`src/hdl/sample_channel_play_controller_defines.svh`:
```
// Assertion macros for the sample channel play controller.
`ifndef SAMPLE_CHANNEL_PLAY_CONTROLLER_DEFINES_SVH
`define SAMPLE_CHANNEL_PLAY_CONTROLLER_DEFINES_SVH

`ifndef NO_ASSERTIONS
`define SCPC_ASSERT_SAME(label, ante, cons) \
  label: assert property (@(posedge clk) disable iff (!rst_n) (ante) |-> (cons)) \
    else $error("scpc: same-cycle check failed");
`define SCPC_ASSERT_NEXT(label, ante, cons) \
  label: assert property (@(posedge clk) disable iff (!rst_n) (ante) |=> (cons)) \
    else $error("scpc: next-cycle check failed");
`else
`define SCPC_ASSERT_SAME(label, ante, cons)
`define SCPC_ASSERT_NEXT(label, ante, cons)
`endif

`endif

```
`src/hdl/scpc_pkg.sv`:
```
// Shared types, codes and helpers for the sample channel play controller.
`timescale 1ns / 1ps

package scpc_pkg;

  localparam int FRAME_W    = 12;
  localparam int CHAN_W     = 16;
  localparam int MODE_W     = 4;
  localparam int CODE_W     = 2;
  localparam int CMD_W      = 2;
  localparam int OP_W       = 3;
  localparam int CFG_IDX_W  = 2;
  localparam int CFG_DATA_W = 16;

  // Length of the sample buffer in frames; offsets beyond it are clamped.
  localparam int unsigned BUFFER_FRAMES = 32'd4096;

  // Configuration register indexes.
  localparam logic [CFG_IDX_W-1:0] CFG_PLAY_MODE    = 2'd0;
  localparam logic [CFG_IDX_W-1:0] CFG_LOOP_CHANNEL = 2'd1;
  localparam logic [CFG_IDX_W-1:0] CFG_OWN_CHAN_ID  = 2'd2;

  // Play modes that the event logic tells apart.
  localparam logic [MODE_W-1:0] MODE_RETRIG        = 4'd3;
  localparam logic [MODE_W-1:0] MODE_LOOP_ONCE     = 4'd6;
  localparam logic [MODE_W-1:0] MODE_LOOP_REPEAT   = 4'd7;
  localparam logic [MODE_W-1:0] MODE_LOOP_ONCE_BAR = 4'd8;

  typedef enum logic [OP_W-1:0] {
    OP_LAST_FRAME  = 3'd0,
    OP_FIRST_BEAT  = 3'd1,
    OP_BAR         = 3'd2,
    OP_REWIND      = 3'd3,
    OP_NOTE_ON     = 3'd4,
    OP_NOTE_OFF    = 3'd5,
    OP_NOTE_KILL   = 3'd6,
    OP_LOAD_STATUS = 3'd7
  } op_t;

  typedef enum logic [CMD_W-1:0] {
    CMD_NONE   = 2'd0,
    CMD_NORMAL = 2'd1,
    CMD_REWIND = 2'd2,
    CMD_STOP   = 2'd3
  } cmd_t;

  // Status as it appears on the ports.
  typedef enum logic [CODE_W-1:0] {
    CODE_OFF    = 2'd0,
    CODE_PLAY   = 2'd1,
    CODE_WAIT   = 2'd2,
    CODE_ENDING = 2'd3
  } stat_code_t;

  // Status as it is held internally.
  typedef enum logic [3:0] {
    ST_OFF    = 4'b0001,
    ST_PLAY   = 4'b0010,
    ST_WAIT   = 4'b0100,
    ST_ENDING = 4'b1000
  } st_oh_t;

  typedef struct packed {
    op_t                opcode;
    logic [FRAME_W-1:0] frame_offset;
    logic [CHAN_W-1:0]  action_channel;
    logic               seq_running;
    logic               natural_end;
    stat_code_t         new_play_status;
    stat_code_t         new_rec_status;
  } evt_t;

  typedef struct packed {
    logic [MODE_W-1:0] play_mode;
    logic              loop_channel;
    logic [CHAN_W-1:0] own_channel_id;
  } cfg_t;

  typedef struct packed {
    st_oh_t play;
    st_oh_t rec;
    logic   act;
  } state_t;

  typedef struct packed {
    cmd_t               cmd;
    logic [FRAME_W-1:0] frame;
    stat_code_t         play;
    stat_code_t         rec;
    logic               act;
  } res_t;

  function automatic st_oh_t oh_from_code(input stat_code_t code);
    st_oh_t st;
    case (code)
      CODE_OFF:    st = ST_OFF;
      CODE_PLAY:   st = ST_PLAY;
      CODE_WAIT:   st = ST_WAIT;
      CODE_ENDING: st = ST_ENDING;
      default:     st = ST_OFF;
    endcase
    return st;
  endfunction

  function automatic stat_code_t code_from_oh(input st_oh_t st);
    stat_code_t code;
    case (st)
      ST_OFF:    code = CODE_OFF;
      ST_PLAY:   code = CODE_PLAY;
      ST_WAIT:   code = CODE_WAIT;
      ST_ENDING: code = CODE_ENDING;
      default:   code = CODE_OFF;
    endcase
    return code;
  endfunction

endpackage

```
`src/hdl/scpc_in_if.sv`:
```
// Event channel: one event per transaction.
`timescale 1ns / 1ps

interface scpc_in_if;
  logic        valid;
  logic        ready;
  logic [2:0]  opcode;
  logic [11:0] frame_offset;
  logic [15:0] action_channel;
  logic        seq_running;
  logic        natural_end;
  logic [1:0]  new_play_status;
  logic [1:0]  new_rec_status;

  modport source (
    output valid, opcode, frame_offset, action_channel, seq_running, natural_end,
           new_play_status, new_rec_status,
    input  ready
  );
  modport sink (
    input  valid, opcode, frame_offset, action_channel, seq_running, natural_end,
           new_play_status, new_rec_status,
    output ready
  );
endinterface

```
`src/hdl/scpc_out_if.sv`:
```
// Result channel: render command and status after each event.
`timescale 1ns / 1ps

interface scpc_out_if;
  logic        valid;
  logic        ready;
  logic [1:0]  render_cmd;
  logic [11:0] render_frame;
  logic [1:0]  play_status;
  logic [1:0]  rec_status;
  logic        reading_actions;

  modport source (
    output valid, render_cmd, render_frame, play_status, rec_status, reading_actions,
    input  ready
  );
  modport sink (
    input  valid, render_cmd, render_frame, play_status, rec_status, reading_actions,
    output ready
  );
endinterface

```
`src/hdl/scpc_event_logic.sv`:
```
// Next-status and render-command logic for one event.
`timescale 1ns / 1ps

module scpc_event_logic (
  input  scpc_pkg::evt_t                 evt,
  input  scpc_pkg::cfg_t                 cfg,
  input  scpc_pkg::state_t               cur,
  output scpc_pkg::state_t               nxt,
  output scpc_pkg::cmd_t                 cmd,
  output logic [scpc_pkg::FRAME_W-1:0]   frame
);
  import scpc_pkg::*;

  localparam int unsigned LastFrame = BUFFER_FRAMES - 1;

  logic               loop_ch;
  logic               note_ok;
  logic               once_mode;
  logic [FRAME_W-1:0] f_sat;

  always_comb begin
    loop_ch   = cfg.loop_channel;
    note_ok   = !loop_ch && cur.act && (evt.action_channel == cfg.own_channel_id);
    once_mode = (cfg.play_mode == MODE_LOOP_ONCE) || (cfg.play_mode == MODE_LOOP_ONCE_BAR);

    if (32'(evt.frame_offset) >= BUFFER_FRAMES) begin
      f_sat = FRAME_W'(LastFrame);
    end else begin
      f_sat = evt.frame_offset;
    end

    nxt   = cur;
    cmd   = CMD_NONE;
    frame = '0;

    case (evt.opcode)
      OP_LAST_FRAME: begin
        if (cur.play == ST_PLAY) begin
          if (cfg.play_mode <= MODE_RETRIG || (loop_ch && !evt.seq_running) ||
              !evt.natural_end) begin
            nxt.play = ST_OFF;
          end else if (once_mode) begin
            nxt.play = ST_WAIT;
          end
        end else if (cur.play == ST_ENDING) begin
          nxt.play = ST_OFF;
        end
      end
      OP_FIRST_BEAT: begin
        if (cur.play == ST_PLAY) begin
          if (loop_ch) begin
            cmd   = CMD_REWIND;
            frame = f_sat;
          end
        end else if (cur.play == ST_WAIT) begin
          nxt.play = ST_PLAY;
          cmd      = CMD_NORMAL;
          frame    = f_sat;
        end else if (cur.play == ST_ENDING) begin
          if (loop_ch) begin
            cmd   = CMD_STOP;
            frame = f_sat;
          end
        end
        // Recording follows the first beat independently of playback.
        if (cur.rec == ST_WAIT) begin
          nxt.rec = ST_PLAY;
          nxt.act = 1'b1;
        end else if (cur.rec == ST_ENDING) begin
          nxt.rec = ST_OFF;
          nxt.act = 1'b0;
        end
      end
      OP_BAR: begin
        if (cur.play == ST_PLAY && (cfg.play_mode == MODE_LOOP_REPEAT ||
                                    cfg.play_mode == MODE_LOOP_ONCE_BAR)) begin
          cmd   = CMD_REWIND;
          frame = f_sat;
        end else if (cur.play == ST_WAIT && cfg.play_mode == MODE_LOOP_ONCE_BAR) begin
          nxt.play = ST_PLAY;
          cmd      = CMD_NORMAL;
          frame    = f_sat;
        end
      end
      OP_REWIND: begin
        if (loop_ch) begin
          cmd   = CMD_REWIND;
          frame = f_sat;
        end
      end
      OP_NOTE_ON: begin
        if (note_ok) begin
          if (cur.play == ST_OFF) begin
            nxt.play = ST_PLAY;
            cmd      = CMD_NORMAL;
            frame    = f_sat;
          end else if (cur.play == ST_PLAY) begin
            cmd   = (cfg.play_mode == MODE_RETRIG) ? CMD_REWIND : CMD_STOP;
            frame = f_sat;
          end
        end
      end
      OP_NOTE_OFF, OP_NOTE_KILL: begin
        if (note_ok && cur.play == ST_PLAY) begin
          cmd   = CMD_STOP;
          frame = f_sat;
        end
      end
      OP_LOAD_STATUS: begin
        nxt.play = oh_from_code(evt.new_play_status);
        nxt.rec  = oh_from_code(evt.new_rec_status);
      end
      default: begin
        nxt = cur;
      end
    endcase
  end

endmodule

```
`src/hdl/sample_channel_play_controller.sv`:
```
// Top level of the sample channel play controller.
`timescale 1ns / 1ps
`include "sample_channel_play_controller_defines.svh"

// Takes one event per clock cycle and returns exactly one result per event. The event
// is captured in an input register, and the status update is worked out in a single
// pass and written with the new status into the result register, which drives out_res.
// The event throughput is one per cycle as long as results are taken; a held result
// stalls the input register, and in_evt.ready then falls.
// Configuration writes take effect on the next clock edge and must be made while no
// event is in flight.
module sample_channel_play_controller (
  input  logic                               clk,
  input  logic                               rst_n,
  input  logic                               cfg_we,
  input  logic [scpc_pkg::CFG_IDX_W-1:0]     cfg_index,
  input  logic [scpc_pkg::CFG_DATA_W-1:0]    cfg_wdata,
  scpc_in_if.sink                            in_evt,
  scpc_out_if.source                         out_res
);
  import scpc_pkg::*;

  cfg_t   cfg_r;
  evt_t   evt_in;
  evt_t   s1_evt_r;
  logic   s1_v_r;
  logic   out_v_r;
  res_t   out_pl_r;
  res_t   res_nxt;
  state_t st_r;
  state_t st_nxt;
  cmd_t   cmd_nxt;
  logic [FRAME_W-1:0] frame_nxt;
  logic   out_adv;
  logic   in_acc;
  logic   s2_fire;

  // Configuration registers.
  always_ff @(posedge clk) begin
    if (!rst_n) begin
      cfg_r <= '0;
    end else if (cfg_we) begin
      case (cfg_index)
        CFG_PLAY_MODE:    cfg_r.play_mode      <= cfg_wdata[MODE_W-1:0];
        CFG_LOOP_CHANNEL: cfg_r.loop_channel   <= cfg_wdata[0];
        CFG_OWN_CHAN_ID:  cfg_r.own_channel_id <= cfg_wdata[CHAN_W-1:0];
        default: begin
          cfg_r <= cfg_r;
        end
      endcase
    end
  end

  // The result register advances when it is empty or its content is taken.
  assign out_adv      = !out_v_r || out_res.ready;
  assign in_evt.ready = !s1_v_r || out_adv;
  assign in_acc       = in_evt.valid && in_evt.ready;
  assign s2_fire      = s1_v_r && out_adv;

  always_comb begin
    evt_in.opcode          = op_t'(in_evt.opcode);
    evt_in.frame_offset    = in_evt.frame_offset;
    evt_in.action_channel  = in_evt.action_channel;
    evt_in.seq_running     = in_evt.seq_running;
    evt_in.natural_end     = in_evt.natural_end;
    evt_in.new_play_status = stat_code_t'(in_evt.new_play_status);
    evt_in.new_rec_status  = stat_code_t'(in_evt.new_rec_status);
  end

  always_ff @(posedge clk) begin
    if (!rst_n) begin
      s1_v_r <= 1'b0;
    end else if (in_evt.ready) begin
      s1_v_r <= in_evt.valid;
    end
  end

  always_ff @(posedge clk) begin
    if (in_acc) begin
      s1_evt_r <= evt_in;
    end
  end

  scpc_event_logic u_event_logic (
    .evt   (s1_evt_r),
    .cfg   (cfg_r),
    .cur   (st_r),
    .nxt   (st_nxt),
    .cmd   (cmd_nxt),
    .frame (frame_nxt)
  );

  always_comb begin
    res_nxt.cmd   = cmd_nxt;
    res_nxt.frame = frame_nxt;
    res_nxt.play  = code_from_oh(st_nxt.play);
    res_nxt.rec   = code_from_oh(st_nxt.rec);
    res_nxt.act   = st_nxt.act;
  end

  // Status is committed together with the result that reports it.
  always_ff @(posedge clk) begin
    if (!rst_n) begin
      st_r    <= '{play: ST_OFF, rec: ST_OFF, act: 1'b0};
      out_v_r <= 1'b0;
    end else begin
      if (s2_fire) begin
        st_r <= st_nxt;
      end
      if (out_adv) begin
        out_v_r <= s1_v_r;
      end
    end
  end

  always_ff @(posedge clk) begin
    if (s2_fire) begin
      out_pl_r <= res_nxt;
    end
  end

  assign out_res.valid           = out_v_r;
  assign out_res.render_cmd      = out_pl_r.cmd;
  assign out_res.render_frame    = out_pl_r.frame;
  assign out_res.play_status     = out_pl_r.play;
  assign out_res.rec_status      = out_pl_r.rec;
  assign out_res.reading_actions = out_pl_r.act;

  `SCPC_ASSERT_NEXT(a_stall_holds_state, out_v_r && !out_res.ready, $stable(st_r))
  `SCPC_ASSERT_NEXT(a_accept_fills_stage, in_acc, s1_v_r)
  `SCPC_ASSERT_SAME(a_result_matches_state, out_v_r,
                    out_pl_r.act == st_r.act && out_pl_r.play == code_from_oh(st_r.play))
  `SCPC_ASSERT_SAME(a_no_cmd_zero_frame, out_v_r && out_pl_r.cmd == CMD_NONE, out_pl_r.frame == '0)

endmodule
```
`src/flat_wrapper.sv`:
```
// flat-port wrapper written by rule: the top's interface ports become plain ports
module sample_channel_play_controller_flat import scpc_pkg::*;
  (clk, rst_n, cfg_we, cfg_index, cfg_wdata, in_evt_valid, in_evt_opcode, in_evt_frame_offset, in_evt_action_channel, in_evt_seq_running, in_evt_natural_end, in_evt_new_play_status, in_evt_new_rec_status, in_evt_ready, out_res_valid, out_res_render_cmd, out_res_render_frame, out_res_play_status, out_res_rec_status, out_res_reading_actions, out_res_ready);
  scpc_in_if in_evt_i ();
  scpc_out_if out_res_i ();
  input  logic clk;
  input  logic rst_n;
  input  logic cfg_we;
  input  logic [scpc_pkg::CFG_IDX_W-1:0] cfg_index;
  input  logic [scpc_pkg::CFG_DATA_W-1:0] cfg_wdata;
  input wire logic [$bits(in_evt_i.valid)-1:0] in_evt_valid;
  input wire logic [$bits(in_evt_i.opcode)-1:0] in_evt_opcode;
  input wire logic [$bits(in_evt_i.frame_offset)-1:0] in_evt_frame_offset;
  input wire logic [$bits(in_evt_i.action_channel)-1:0] in_evt_action_channel;
  input wire logic [$bits(in_evt_i.seq_running)-1:0] in_evt_seq_running;
  input wire logic [$bits(in_evt_i.natural_end)-1:0] in_evt_natural_end;
  input wire logic [$bits(in_evt_i.new_play_status)-1:0] in_evt_new_play_status;
  input wire logic [$bits(in_evt_i.new_rec_status)-1:0] in_evt_new_rec_status;
  output wire logic [$bits(in_evt_i.ready)-1:0] in_evt_ready;
  output wire logic [$bits(out_res_i.valid)-1:0] out_res_valid;
  output wire logic [$bits(out_res_i.render_cmd)-1:0] out_res_render_cmd;
  output wire logic [$bits(out_res_i.render_frame)-1:0] out_res_render_frame;
  output wire logic [$bits(out_res_i.play_status)-1:0] out_res_play_status;
  output wire logic [$bits(out_res_i.rec_status)-1:0] out_res_rec_status;
  output wire logic [$bits(out_res_i.reading_actions)-1:0] out_res_reading_actions;
  input wire logic [$bits(out_res_i.ready)-1:0] out_res_ready;
  assign in_evt_i.valid = in_evt_valid;
  assign in_evt_i.opcode = in_evt_opcode;
  assign in_evt_i.frame_offset = in_evt_frame_offset;
  assign in_evt_i.action_channel = in_evt_action_channel;
  assign in_evt_i.seq_running = in_evt_seq_running;
  assign in_evt_i.natural_end = in_evt_natural_end;
  assign in_evt_i.new_play_status = in_evt_new_play_status;
  assign in_evt_i.new_rec_status = in_evt_new_rec_status;
  assign in_evt_ready = in_evt_i.ready;
  assign out_res_valid = out_res_i.valid;
  assign out_res_render_cmd = out_res_i.render_cmd;
  assign out_res_render_frame = out_res_i.render_frame;
  assign out_res_play_status = out_res_i.play_status;
  assign out_res_rec_status = out_res_i.rec_status;
  assign out_res_reading_actions = out_res_i.reading_actions;
  assign out_res_i.ready = out_res_ready;
  sample_channel_play_controller u_core (.clk(clk), .rst_n(rst_n), .cfg_we(cfg_we), .cfg_index(cfg_index), .cfg_wdata(cfg_wdata), .in_evt(in_evt_i), .out_res(out_res_i));
endmodule
```
`config.mk`:
```
export PLATFORM = sky130hd
export DESIGN_NAME = sample_channel_play_controller_flat
export DESIGN_NICKNAME = d
export VERILOG_FILES = /design/src/hdl/scpc_pkg.sv /design/src/hdl/scpc_in_if.sv /design/src/hdl/scpc_out_if.sv /design/src/hdl/scpc_event_logic.sv /design/src/hdl/sample_channel_play_controller.sv /design/src/flat_wrapper.sv
export VERILOG_INCLUDE_DIRS = /design/src /design/src/hdl
export SDC_FILE = /design/constraint.sdc
export NUM_CORES = 1
export LEC_CHECK = 0
export BUFFER_PORTS_ARGS = -buffer_cell sky130_fd_sc_hd__buf_2
export CORE_MARGIN = 2
export CORE_UTILIZATION = 54
export CTS_CLUSTER_DIAMETER = 50
export CTS_CLUSTER_SIZE = 14
export DETAILED_ROUTE_END_ITERATION = 8
export PLACE_DENSITY = 0.75
export SKIP_LAST_GASP = 1
export SYNTH_ARGS = -nofsm -noshare
export SYNTH_HDL_FRONTEND = slang
export SYNTH_SLANG_ARGS = --single-unit
```
`constraint.sdc`:
```
create_clock -name clk -period 2.4 [get_ports clk]
set_clock_uncertainty 0.05 [all_clocks]
set_input_delay 0.12 -clock clk [delete_from_list [all_inputs] [get_ports clk]]
set_output_delay 0.12 -clock clk [all_outputs]
set_load 0.05 [all_outputs]
```
==> impl_metrics.csv <==
group,metric,value,unit
synth,synth_top_cell_by_area,"edfxtp_1",
synth,yosys.area.top_type_share,42.79,%
sta,period_share,95.39,%
route,via_per_inst,5.299,
global_routing,grt_use_met2,43.91,%
pwr,p_int,0.002465,W
final_layout,nets,554,
synth,synth_nets,410,
die,die_area,7976,um^2
pwr,clkPwrFrac,35.1,%
route,drc,0,
clocking,cts_buffers,9,
clocking,clockRootBuffer,"clkbuf_8",
sta,min_period,2289,ps
die,fp.dieW,89.31,um
global_routing,use_met1,28.60,%
sta,holdWs,50.40,ps
global_routing,gr-total-overflow,0,
route,drt_first_pass_iters,4,
clocking,clk_path_buf_depth,2,
place,port_buffers,80,
die,fp.coreArea,7137,um^2
min_path,hold_class,"primary input to flop",
critical_path,arrival,2420,ps
final_layout,syn_to_final_growth,34.48,%
die,rows,31,
global_routing,antenna_found_initial,0,
pwr,power.switching,0.0007980,W
sta,hold_viol_final,0,
pwr,power.share.combinational,12.0,%
synth,syn_area,3930,um^2
route,wirelength,9.176,mm
final_layout,drive_gt1_share,24.85,%
pwr,leakage,1.986,nW
global_routing,grt_start_max_net_pins,33,
route,wire_per_inst,15.34,um
synth,synthArstFlopShare,0,%
pwr,vdd_ir_drop_max,0.4212,mV
sta,slew-limit-headroom,49.51,%
sta,tightest_slew,755.7,ps
global_routing,grt_pass1_vias,3202,
synth,syn_avg_cell_area,11.23,um^2
global_routing,busiest_layer,"met2",
sta,clock.fmax,0.4368,GHz
global_routing,gr-usage-met3,4.340,%
clocking,cts_tree,"done",
critical_path,rr_worst_depth,6,
critical_path,reg2reg_slack,110,ps
synth,synthCells,350,
clocking,htreeDepth,3,
critical_path,endpoint_kind,"flop",
min_path,whs_path_depth,3,
run_status,status,"finished, final reports clean",
final_layout,fin_area,5285,um^2
pwr,power_frac_seq,52.9,%
route,drtIter0Drc,251,
clocking,cts_setup_buffers,0,
clocking,clock_sinks,88,
synth,synth_seq_area_share,59.09,%
synth,synth-edff-count,56,
job,drv_cap,0,
sta,setup_violations,0,
pwr,swShare,24.46,%
synth,ys_ff_latch,88,
sta,fin_tns_setup,0,ps
synth,synthTopCellsByCount,"56 x edfxtp_1, 53 x nand2_1, 32 x dfxtp_1, 24 x nor2b_1",
clocking,worstSkewPairLatency,360,ps
pwr,p_per_area,617.3,nW/um^2
synth,yosysMostFrequentCell,"edfxtp_1",
die,initial_utilization,55.07,%
route,antenna_left,0,
final_layout,final_util,74.05,%
global_routing,grt_use_total,24.46,%
place,placed_area,4506,um^2
place,dp_hpwl,5.851,mm
synth,synthFlopType,"edfxtp_1",
sta,rsz0062_at_grt,"true",
critical_path,startpoint_type,"flop",
global_routing,grt_pass1_wl,14.52,mm
synth,ys.warnings.count,0,
final_layout,antennaDiodeCount,0,
critical_path,required,2530,ps
critical_path,critPathMaxFanout,7,
synth,ys_types,56,
route,vias,3169,
die,die_h,89.31,um
clocking,clk_pin_slew_worst_paths,80,ps
critical_path,crit_type,"flop to flop",
sta,slew_violations,0,
synth,synth.area.top_cells,"edfxtp_1 43%, dfxtp_1 16%, nand2_1 5.1%, nor2b_1 3.8%, a21boi_1 2.5%",
die,ios,81,
place,routabilityCongestion,0.8983,
through the flow:
stage,total power [W],instances,setup WS [ps]
2_1_floorplan,0.001952,350,220.7
3_3_place_gp,0.002062,528,96.41
3_5_place_dp,0.002074,528,143.1
4_1_cts,0.003276,598,96.98
5_1_grt,0.003380,598,-12.14
6_report,0.003262,598,110.7
sequential cells by signal (all words and copies together), names as in the netlist:
name,count
u_core.cfg_r,21
u_core.out_res.play_status,2
u_core.out_res.reading_actions,1
u_core.out_res.rec_status,2
u_core.out_res.render_cmd,2
u_core.out_res.render_frame,12
u_core.out_res.valid,1
u_core.s1_evt_r,37
u_core.s1_v_r,1
u_core.st_r,9
cell type report:
| class | instances | area [um^2] |
|---|---|---|
| clock buffer | 9 | 123.9 |
| clock inverter | 7 | 101.3 |
| fill | 519 | 1852 |
| inverter | 7 | 26.28 |
| multi-input combinational | 238 | 1526 |
| sequential | 88 | 2322 |
| tap | 99 | 123.9 |
| timing repair buffer | 150 | 1061 |
worst paths after layout:
check / to / start
worst max-delay path: u_core.out_res.play_status[0]$_DFFE_PP_ / u_core.st_r[8]$_SDFFE_PN0P_
worst min-delay path: u_core.out_res.valid$_SDFFE_PN0P_ / out_res_ready
worst max register to register: u_core.out_res.play_status[0]$_DFFE_PP_ / u_core.st_r[8]$_SDFFE_PN0P_
worst min register to register: u_core.cfg_r[5]$_SDFFE_PN0P_ / u_core.cfg_r[5]$_SDFFE_PN0P_
critical path, cell delays in order, from the launching register on:
cell and delay [ps]:
dfxtp_1 410, nor4b_2 540, a2bb2oi_1 230, o21ai_1 110, and2_1 190, or3_1 340, a211oi_1 250
placed cells by master (no fill, tap or decap), types with 4 or more instances in the layout:
cell type      netlist  layout
a21boi_1            13      13
nor2_1              13      13
o21ai_1             10      10
mux2i_1              7       7
a211oi_1             4       4
dlygate4sd3_1        0      54
clkbuf_8             0       9
nand2b_1             4       4
xnor2_1             11      11
edfxtp_1            56      56
nor3b_1              9       9
buf_2                5      80
a21oi_1              6       6
nor2b_1             24      24
buf_4                0      16
inv_1                6       6
a21boi_0             6       6
o211ai_1             6       6
o21ai_0              4       4
nand2_1             53      53
nand3_1              6       6
nor3_1               5       4
dfxtp_1             32      32
cell families (layout without fill, tap and decap cells):
family | Yosys count | in the layout | synth area share [%]
flip-flops | 88 | 88 | 59.09
multiplexers | 7 | 7 | 1.783
buffers and inverters | 24 | 173 | 2.451
XOR/XNOR | 14 | 14 | 3.120
AO/OA/AOI/OAI | 73 | 73 | 13.31
AND/OR/NAND/NOR | 144 | 144 | 20.25
power by group through the flow:
stage | logic, W | clock network [W] | registers (W)
2_1_floorplan | 0.000153 | 0 | 0.00180
3_3_place_gp | 0.000307 | 0 | 0.00176
3_5_place_dp | 0.000315 | 0 | 0.00176
4_1_cts | 0.000384 | 0.00117 | 0.00172
5_1_grt | 0.000424 | 0.00122 | 0.00173
6_report | 0.000390 | 0.00115 | 0.00173
per-layer routing:
metal / up-vias / part of all wire (%) / routed length [um]
met5: - / 0 / 0
met4: 0 / 2.2 / 206
met3: 20 / 4.5 / 412
met2: 107 / 53 / 4844
met1: 1477 / 40 / 3712
li1: 1565 / - / -
timing repair:
action / CTS / global route
endpoints found under the setup margin: 0 / 14
endpoints found under the hold margin: 57 / 0
hold buffers: 54 / 0
resized for setup: 0 / 2
(Power assumes the default switching activity.)
